===== src/rtl/core/hbrt_pkg.sv =====
`timescale 1ns / 1ps
`default_nettype none
// ----------------------------------------------------------------------------
// hbrt_pkg
// Shared sizes, codes and control structs of the hashed bucket record table.
// ----------------------------------------------------------------------------
package hbrt_pkg;

    localparam int BUCKETS            = 32;
    localparam int RECORDS_PER_BUCKET = 16;
    localparam int TOTAL_SLOTS        = BUCKETS * RECORDS_PER_BUCKET;
    localparam int B_BITS             = $clog2(BUCKETS);
    localparam int S_BITS             = $clog2(RECORDS_PER_BUCKET);
    localparam int ADDR_W             = B_BITS + S_BITS;
    localparam int COUNT_W            = 10;

    localparam logic [1:0] ACT_FIND   = 2'd0;
    localparam logic [1:0] ACT_PLACE  = 2'd1;
    localparam logic [1:0] ACT_DELETE = 2'd2;
    localparam logic [1:0] ACT_UNUSED = 2'd3;

    localparam logic [2:0] ST_DONE  = 3'd0;
    localparam logic [2:0] ST_MISS  = 3'd1;
    localparam logic [2:0] ST_FREE  = 3'd2;
    localparam logic [2:0] ST_EVICT = 3'd3;
    localparam logic [2:0] ST_ZERO  = 3'd4;

    typedef struct packed {
        logic [31:0] hash;
        logic [31:0] rank;
        logic [31:0] loc;
    } t_rec;

    typedef enum logic [2:0] {
        S_CLEAR,
        S_IDLE,
        S_SCAN,
        S_WR0,
        S_WR1,
        S_DONE
    } t_state;

    typedef struct packed {
        logic clear;
        logic load;
        logic scan;
        logic wr0;
        logic wr1;
    } t_dp_cmd;

    typedef struct packed {
        logic clear_last;
        logic trivial;
        logic scan_end;
        logic wr_any;
        logic wr_two;
    } t_dp_stat;

endpackage
`default_nettype wire


===== src/rtl/core/hbrt_ctrl.sv =====
`timescale 1ns / 1ps
`default_nettype none
// ----------------------------------------------------------------------------
// hbrt_ctrl
// Sequencer: clear sweep, bucket scan, write-back and result strobe.
// ----------------------------------------------------------------------------
module hbrt_ctrl (
    input  wire logic              i_clk,
    input  wire logic              i_rst_n,
    input  wire logic              start,
    input  wire hbrt_pkg::t_dp_stat i_stat,
    output hbrt_pkg::t_dp_cmd      o_cmd,
    output logic                   busy,
    output logic                   o_valid
);
    import hbrt_pkg::*;

    t_state r_state, n_state;

    always_ff @(posedge i_clk) begin
        if (!i_rst_n) begin
            r_state <= S_CLEAR;
        end else begin
            r_state <= n_state;
        end
    end

    always_comb begin
        n_state = r_state;
        unique case (r_state)
            S_CLEAR: begin
                if (i_stat.clear_last) n_state = S_IDLE;
            end
            S_IDLE: begin
                if (start) n_state = i_stat.trivial ? S_DONE : S_SCAN;
            end
            S_SCAN: begin
                if (i_stat.scan_end) begin
                    if (!i_stat.wr_any)     n_state = S_DONE;
                    else if (i_stat.wr_two) n_state = S_WR0;
                    else                    n_state = S_WR1;
                end
            end
            S_WR0:  n_state = S_WR1;
            S_WR1:  n_state = S_DONE;
            S_DONE: n_state = S_IDLE;
            default: n_state = S_CLEAR;
        endcase
    end

    always_comb begin
        o_cmd   = '0;
        busy    = 1'b1;
        o_valid = 1'b0;
        unique case (r_state)
            S_CLEAR: o_cmd.clear = 1'b1;
            S_IDLE: begin
                busy       = 1'b0;
                o_cmd.load = start;
            end
            S_SCAN:  o_cmd.scan = 1'b1;
            S_WR0:   o_cmd.wr0  = 1'b1;
            S_WR1:   o_cmd.wr1  = 1'b1;
            S_DONE:  o_valid    = 1'b1;
            default: o_cmd      = '0;
        endcase
    end

endmodule
`default_nettype wire


===== config.mk =====
export PLATFORM = sky130hd
export DESIGN_NAME = hbrt_ctrl
export DESIGN_NICKNAME = d
export VERILOG_FILES = /design/src/rtl/core/hbrt_pkg.sv /design/src/rtl/core/hbrt_ctrl.sv
export SDC_FILE = /design/constraint.sdc
export NUM_CORES = 1
export LEC_CHECK = 0
export BUFFER_PORTS_ARGS = -buffer_cell sky130_fd_sc_hd__buf_4
export CORE_AREA = 5 5 42 44
export CTS_BUF_LIST = sky130_fd_sc_hd__clkbuf_8
export DETAILED_ROUTE_END_ITERATION = 8
export DIE_AREA = 0 0 47 49
export SLEW_MARGIN = 15
export SYNTH_ARGS = -nofsm -noshare
export SYNTH_HDL_FRONTEND = slang
export SYNTH_SLANG_ARGS = --single-unit

===== constraint.sdc =====
create_clock -name i_clk -period 2.6 [get_ports i_clk]
set_input_delay 0 -clock i_clk [delete_from_list [all_inputs] [get_ports i_clk]]
set_output_delay 0 -clock i_clk [all_outputs]
set_load 0.01 [all_outputs]

==> results of run 1 <==
==> cell families (layout without fill, tap and decap cells) <==
family,Yosys count,after routing,synth area share (%)
AOI/OAI and AO/OA,7,7,17.3
buffers and inverters,4,19,8.63
and+or+nand+nor,22,22,52.3
DFF,3,3,21.8
==> worst max-delay path: cells and delay by family (launching register included) <==
family,cells,cell delay [ps]
simple gates,3,590
compound gates,1,180
flops,1,580
==> cell type report <==
cell class,instances,area [um^2],share of cell area [%]
sequential,3,60.1,14.1
clock buffer,3,41.3,9.71
timing repair buffer,14,105,24.7
multi-input combinational,29,191,45.0
tap,16,20.0,4.71
inverter,1,3.75,0.882
clock inverter,1,3.75,0.882
==> metrics by stage <==
stage,util [%],instances
final,30.4,67
after global routing,30.4,67
after CTS,30.4,67
after detailed placement,27.1,63
after global placement,27.1,63
after floorplan,-,36
==> final timing paths <==
path                                         startpoint                       to  cells after the start
worst max-delay path            r_state[1]$_SDFFE_PN0P_  r_state[1]$_SDFFE_PN0P_                      4
worst min-delay path                            i_rst_n  r_state[0]$_SDFFE_PN0P_                      2
worst max register to register  r_state[1]$_SDFFE_PN0P_  r_state[1]$_SDFFE_PN0P_                      4
worst min register to register  r_state[2]$_SDFFE_PN0P_  r_state[1]$_SDFFE_PN0P_                      1
==> synth_stat cells <==
master / n / area [um^2]
o2bb2ai_1: 1 / 8.76
buf_2: 1 / 5.00
nor4_2: 1 / 12.5
and3_1: 1 / 6.26
o21ai_0: 1 / 5.00
and3b_1: 1 / 8.76
nor2b_1: 1 / 6.26
nor3_1: 2 / 10.0
o21a_1: 1 / 7.51
o211a_1: 1 / 10.0
nor2_1: 5 / 18.8
nand2b_1: 1 / 6.26
nor4b_1: 1 / 8.76
nor3b_2: 1 / 12.5
inv_1: 1 / 3.75
a21oi_1: 2 / 10.0
buf_4: 2 / 15.0
or3b_1: 1 / 8.76
dfxtp_1: 3 / 60.1
o22ai_1: 1 / 6.26
nor4b_2: 1 / 15.0
nand2_1: 4 / 15.0
nor3b_1: 2 / 15.0
==> routing by layer <==
metal | share of wire [%] | vias up | wire (um)
met5 | 0 | - | 0
li1 | - | 158 | -
met1 | 44 | 129 | 296
met2 | 44 | 12 | 297
met3 | 13 | 0 | 85
met4 | 0 | 0 | 0
==> power by group <==
group | internal, uW | leakage (uW) | switching, uW
registers | 50.6 | 0.0000246 | 12.9
logic | 34.6 | 0.000149 | 22.9
clock network | 100 | 0.0000269 | 28.5
==> placed cells by master, fill, tap and decap left out, drive strengths merged <==
cell and n:
buf 14, nor2 5, o211a 1, nor3b 3
nor4b 2, nor2b 1, nand2 4, clkbuf 3
nor3 2, and3b 1, o21ai 1, o2bb2ai 1
o22ai 1, a21oi 2, nand2b 1, nor4 1
inv 2, or3b 1, and3 1, o21a 1
dfxtp 3
==> results.py, run 1 <==
metrics = {
    "yosys": {
        "yosysSeqAreaShare_pct": 21.8,
        "synth_nets": 44,
        "netlist_instances": 36,
        "post_synth.cell_area_avg_um2": 7.65,
        "yosys_warnings": 0,
        "ys_ff_latch": 3,
        "ys_types": 23,
        "netlist_area_um2": 275,
    },
    "finish": {
        "layout-drive-gt1-share_pct": 39.2,
        "final_area_um2": 425,
        "diodes": 0,
        "largestRegisters": "r_state (3)",
        "top_register": "r_state",
        "fillers": 168,
        "area_growth_pct": 54.5,
        "nNetsFinal": 60,
        "largest_register_ffs": 3,
    },
    "worst_setup_path": {
        "required_ps": 2680,
        "cp_max_fo": 15,
        "critical_path_arrival_ps": 1560,
        "critPathKind": "register to register",
        "rrSetupSlack_ps": 1120,
        "crit_path_max_incr_delay_ps": 580,
        "cp-end-kind": "register",
        "worstPathCellList": "nor3b_1 > nor4b_2 > a21oi_1 > nor3b_2",
        "crit_slowest_cell": "dfxtp_1",
        "start_kind": "register",
    },
    "power_and_ir_drop": {
        "p_per_area_nw_per_um2": 587,
        "total_power_uw": 250,
        "ir_worst_vdd_mv": 0.268,
        "leakage_uw": 0.000201,
    },
    "placement": {
        "pre_cts_ws_ps": 1120,
        "globalplace.congestion": 0.600,
        "hpwl_um": 532,
        "portBuffers": 14,
        "postPlaceCellArea_um2": 380,
    },
    "timing": {
        "relSlewSlack_pct": 70.3,
        "setup_violations": 0,
        "max_freq_mhz": 676,
        "setup_tns_ps": 0,
        "slew_violations": 0,
        "worst_pin_slew_ps": 445,
        "fin_worst_skew_ps": 2.88,
        "rsz0062_at_grt": "false",
        "period_share_pct": 56.9,
        "finalHoldViolCount": 0,
        "fin_crit_ps": 1480,
        "worst_slack_ps": 1120,
        "holdWs_ps": 32.9,
    },
    "global_route": {
        "antenna_found_initial": 0,
        "grt_pass1_wl_um": 993,
        "grt_overflow": 0,
        "grt_max_degree": 16,
        "grt_pass1_vias": 246,
        "grt_usage_pct": 6.05,
        "grt_most_used_layer": "met2",
        "grtUsageMet3_pct": 3.69,
        "grt_use_met2_pct": 8.37,
        "met1_usage_pct": 7.24,
    },
    "routing": {
        "avgViaCountPerCell": 4.46,
        "ant_nets": 0,
        "drt-total-wl_um": 679,
        "vias": 299,
        "post_drt_wl_per_cell_um": 10.1,
        "dr.first_iter.drc_count": 3,
        "first_pass_iters": 3,
        "route.detailed.drc": 0,
    },
    "die": {
        "coreArea_um2": 1400,
        "die_y_um": 49,
        "die_w_um": 47,
        "die-area_um2": 2300,
        "io_pins": 15,
        "rows": 14,
        "start_util_pct": 19.6,
    },
    "min_path": {
        "hp-class": "input port to register",
    },
    "clock_network": {
        "h-tree-depth": 1,
        "cts_tree": "done",
        "cts_buffers": 3,
        "clock_path_buffers": 2,
        "post_cts_buffers": 0,
        "cts_hold_buffers": 0,
        "cts_root_buffer": "clkbuf_8",
        "ctsResizeCount": 0,
        "clkSlewWorstSetupHoldPaths_ps": 30,
        "cts_sinks": 3,
        "clock_latency_ps": 210,
    },
    "outcome": {
        "outcome": "finished clean",
    },
    "job": {
        "max-cap-violations": 0,
    },
}
Note: power is estimated with default switching activity, not from simulation.
==> inputs of run 2 (changes only) <==
--- a/config.mk
+++ b/config.mk
@@ -5,6 +5,7 @@
 export SDC_FILE = /design/constraint.sdc
 export NUM_CORES = 1
 export LEC_CHECK = 0
+export ABC_AREA = 1
 export BUFFER_PORTS_ARGS = -buffer_cell sky130_fd_sc_hd__buf_4
 export CORE_AREA = 5 5 42 44
 export CTS_BUF_LIST = sky130_fd_sc_hd__clkbuf_8
==> constraint.sdc (replaced) <==
create_clock -name i_clk -period 1.5 [get_ports i_clk]
set_input_delay 0 -clock i_clk [delete_from_list [all_inputs] [get_ports i_clk]]
set_output_delay 0 -clock i_clk [all_outputs]
set_load 0.01 [all_outputs]
==> results.py, run 2 <==
metrics = {
    "outcome": {
        "outcome": "finished clean",
    },
    "timing": {
        "fin_worst_skew_ps": 1.83,
        "setup_tns_ps": 0,
        "rsz0062_at_grt": "false",
        "holdWs_ps": 28.2,
        "slew_violations": 0,
        "fin_crit_ps": 1140,
        "period_share_pct": 76.1,
        "setup_violations": 0,
        "worst_pin_slew_ps": 240,
        "finalHoldViolCount": 0,
        "worst_slack_ps": 359,
        "max_freq_mhz": 876,
        "relSlewSlack_pct": 84.0,
    },
    "die": {
        "rows": 14,
        "io_pins": 15,
        "die_y_um": 49,
        "start_util_pct": 19.6,
        "die-area_um2": 2300,
        "die_w_um": 47,
        "coreArea_um2": 1400,
    },
    "worst_setup_path": {
        "crit_path_max_incr_delay_ps": 440,
        "critical_path_arrival_ps": 1240,
        "worstPathCellList": "inv_2 > nor2_1 > nand3_1 > nand2_1 > inv_1 > a21oi_1 > nor2_1",
        "cp.buffers_inverters": 2,
        "cp_common_cell": "nor2_1",
        "cp_max_fo": 6,
        "critPathKind": "register to register",
        "worst_path_dominant_cell_family": "flip-flops",
        "crit_slowest_cell": "dfxtp_1",
        "required_ps": 1600,
        "start_kind": "register",
        "cp-end-kind": "register",
    },
    "clock_network": {
        "cts_tree": "done",
        "clock_latency_ps": 210,
        "post_cts_buffers": 0,
        "cts_hold_buffers": 0,
        "ctsResizeCount": 0,
        "clock_path_buffers": 2,
        "clkSlewWorstSetupHoldPaths_ps": 30,
        "cts_root_buffer": "clkbuf_8",
        "cts_buffers": 3,
        "h-tree-depth": 1,
        "cts_sinks": 3,
    },
    "yosys": {
        "netlist_area_um2": 275,
        "post_synth.cell_area_avg_um2": 5.40,
        "synth_nets": 59,
        "ys_types": 14,
        "async_flop_share_pct": 0,
        "synth_top_cell_by_area": "dfxtp_1",
        "synth_edf_count": 0,
        "yosysMostFrequentCell": "nand2_1",
        "post-synth-top-area-fraction_pct": 21.8,
        "netlist_instances": 51,
        "synth-main-ff-cell": "dfxtp_1",
        "synthTopCellsByArea": "dfxtp_1 (22%), nand2_1 (16%), inv_1 (15%)",
        "synthTopCellsByCount": "nand2_1 (12), inv_1 (11), nor2_1 (7), nand3_1 (5)",
        "yosys_warnings": 0,
        "ys_ff_latch": 3,
        "yosysSeqAreaShare_pct": 21.8,
    },
    "routing": {
        "avgViaCountPerCell": 3.91,
        "dr.first_iter.drc_count": 0,
        "first_pass_iters": 1,
        "ant_nets": 0,
        "post_drt_wl_per_cell_um": 8.04,
        "route.detailed.drc": 0,
        "drt-total-wl_um": 683,
        "vias": 332,
    },
    "finish": {
        "layout-drive-gt1-share_pct": 34.8,
        "nNetsFinal": 78,
        "top_register": "r_state",
        "diodes": 0,
        "final_common_cell": "buf_4",
        "area_growth_pct": 61.8,
        "final_area_um2": 445,
        "largestRegisters": "r_state (3)",
        "fillers": 183,
        "layout_common_cells": "buf_4 (14), nand2_1 (12), inv_1 (12), nor2_1 (7), nand3_1 (5)",
        "largest_register_ffs": 3,
    },
    "global_route": {
        "grt_usage_pct": 6.47,
        "grt_max_degree": 7,
        "grt_overflow": 0,
        "grt_pass1_vias": 298,
        "antenna_found_initial": 0,
        "grt_pass1_wl_mm": 1.06,
    },
    "placement": {
        "hpwl_um": 596,
        "postPlaceCellArea_um2": 400,
        "pre_cts_ws_ps": 354,
        "globalplace.congestion": 0.815,
        "portBuffers": 14,
    },
    "power_and_ir_drop": {
        "ir_worst_vdd_mv": 0.362,
        "total_power_uw": 477,
        "leakage_uw": 0.000273,
        "p_per_area_nw_per_um2": 1070,
    },
    "job": {
        "max-cap-violations": 0,
    },
    "min_path": {
        "hp-class": "input port to register",
    },
}
==> run 2: changes by cell type after synthesis, sizes merged, moves of 3 or more <==
| cell | change |
|---|---|
| inv | +13 |
| nor3b | -3 |
| buf | -3 |
| nor2 | +4 |
| nand3 | +6 |
| nand2 | +9 |
==> run 2: through the flow <==
stage | utilization (%) | cells
6_report | 31.8 | 85
5_1_grt | 31.8 | 85
4_1_cts | 31.8 | 85
3_5_place_dp | 28.6 | 81
3_3_place_gp | 28.6 | 81
2_1_floorplan | - | 51
==> run 2: layout make-up <==
| class | instances | area, um^2 | share of cell area [%] |
|---|---|---|---|
| flip-flops and latches | 3 | 60.1 | 13.5 |
| well taps | 16 | 20.0 | 4.49 |
| clock buffers | 3 | 41.3 | 9.27 |
| repair buffers | 14 | 105 | 23.6 |
| clock inverters | 1 | 3.75 | 0.843 |
| inverters | 14 | 52.6 | 11.8 |
| multi-input cells | 34 | 163 | 36.5 |
==> run 2: kinds of logic after synthesis <==
group	count (synthesis)	synth area share, %
AOI/OAI and AO/OA	3	5.45
buffers and inverters	14	19.1
and+or+nand+nor	31	53.6
DFF	3	21.8
==> run 2: where the power goes <==
group	total [uW]	internal, uW	switching (uW)
Sequential	105	89.7	15.3
Clock	222	174	48.2
Combinational	150	70.5	79.6
==> run 2: metal layers <==
layer  wire, um  vias up  GRT usage [%]
met2        320       10           9.50
li1           -      187              -
met5          0        -              0
met3         74        0           2.58
met1        288      135           6.80
met4          0        0           5.53
==> run 2: final timing paths <==
check,start,end,slack (ps),cells after the start
worst max-delay path,r_state[1]$_SDFFE_PN0P_,r_state[0]$_SDFFE_PN0P_,360,7
worst min-delay path,i_rst_n,r_state[1]$_SDFFE_PN0P_,30,3
worst max register to register,r_state[1]$_SDFFE_PN0P_,r_state[0]$_SDFFE_PN0P_,360,7
worst min register to register,r_state[2]$_SDFFE_PN0P_,r_state[2]$_SDFFE_PN0P_,720,4
==> run 2: worst reg2reg max path, stage by stage, from the launching register on <==
cell	delay, ps
dfxtp_1	440
inv_2	100
nor2_1	90
nand3_1	90
nand2_1	70
inv_1	40
a21oi_1	140
nor2_1	60
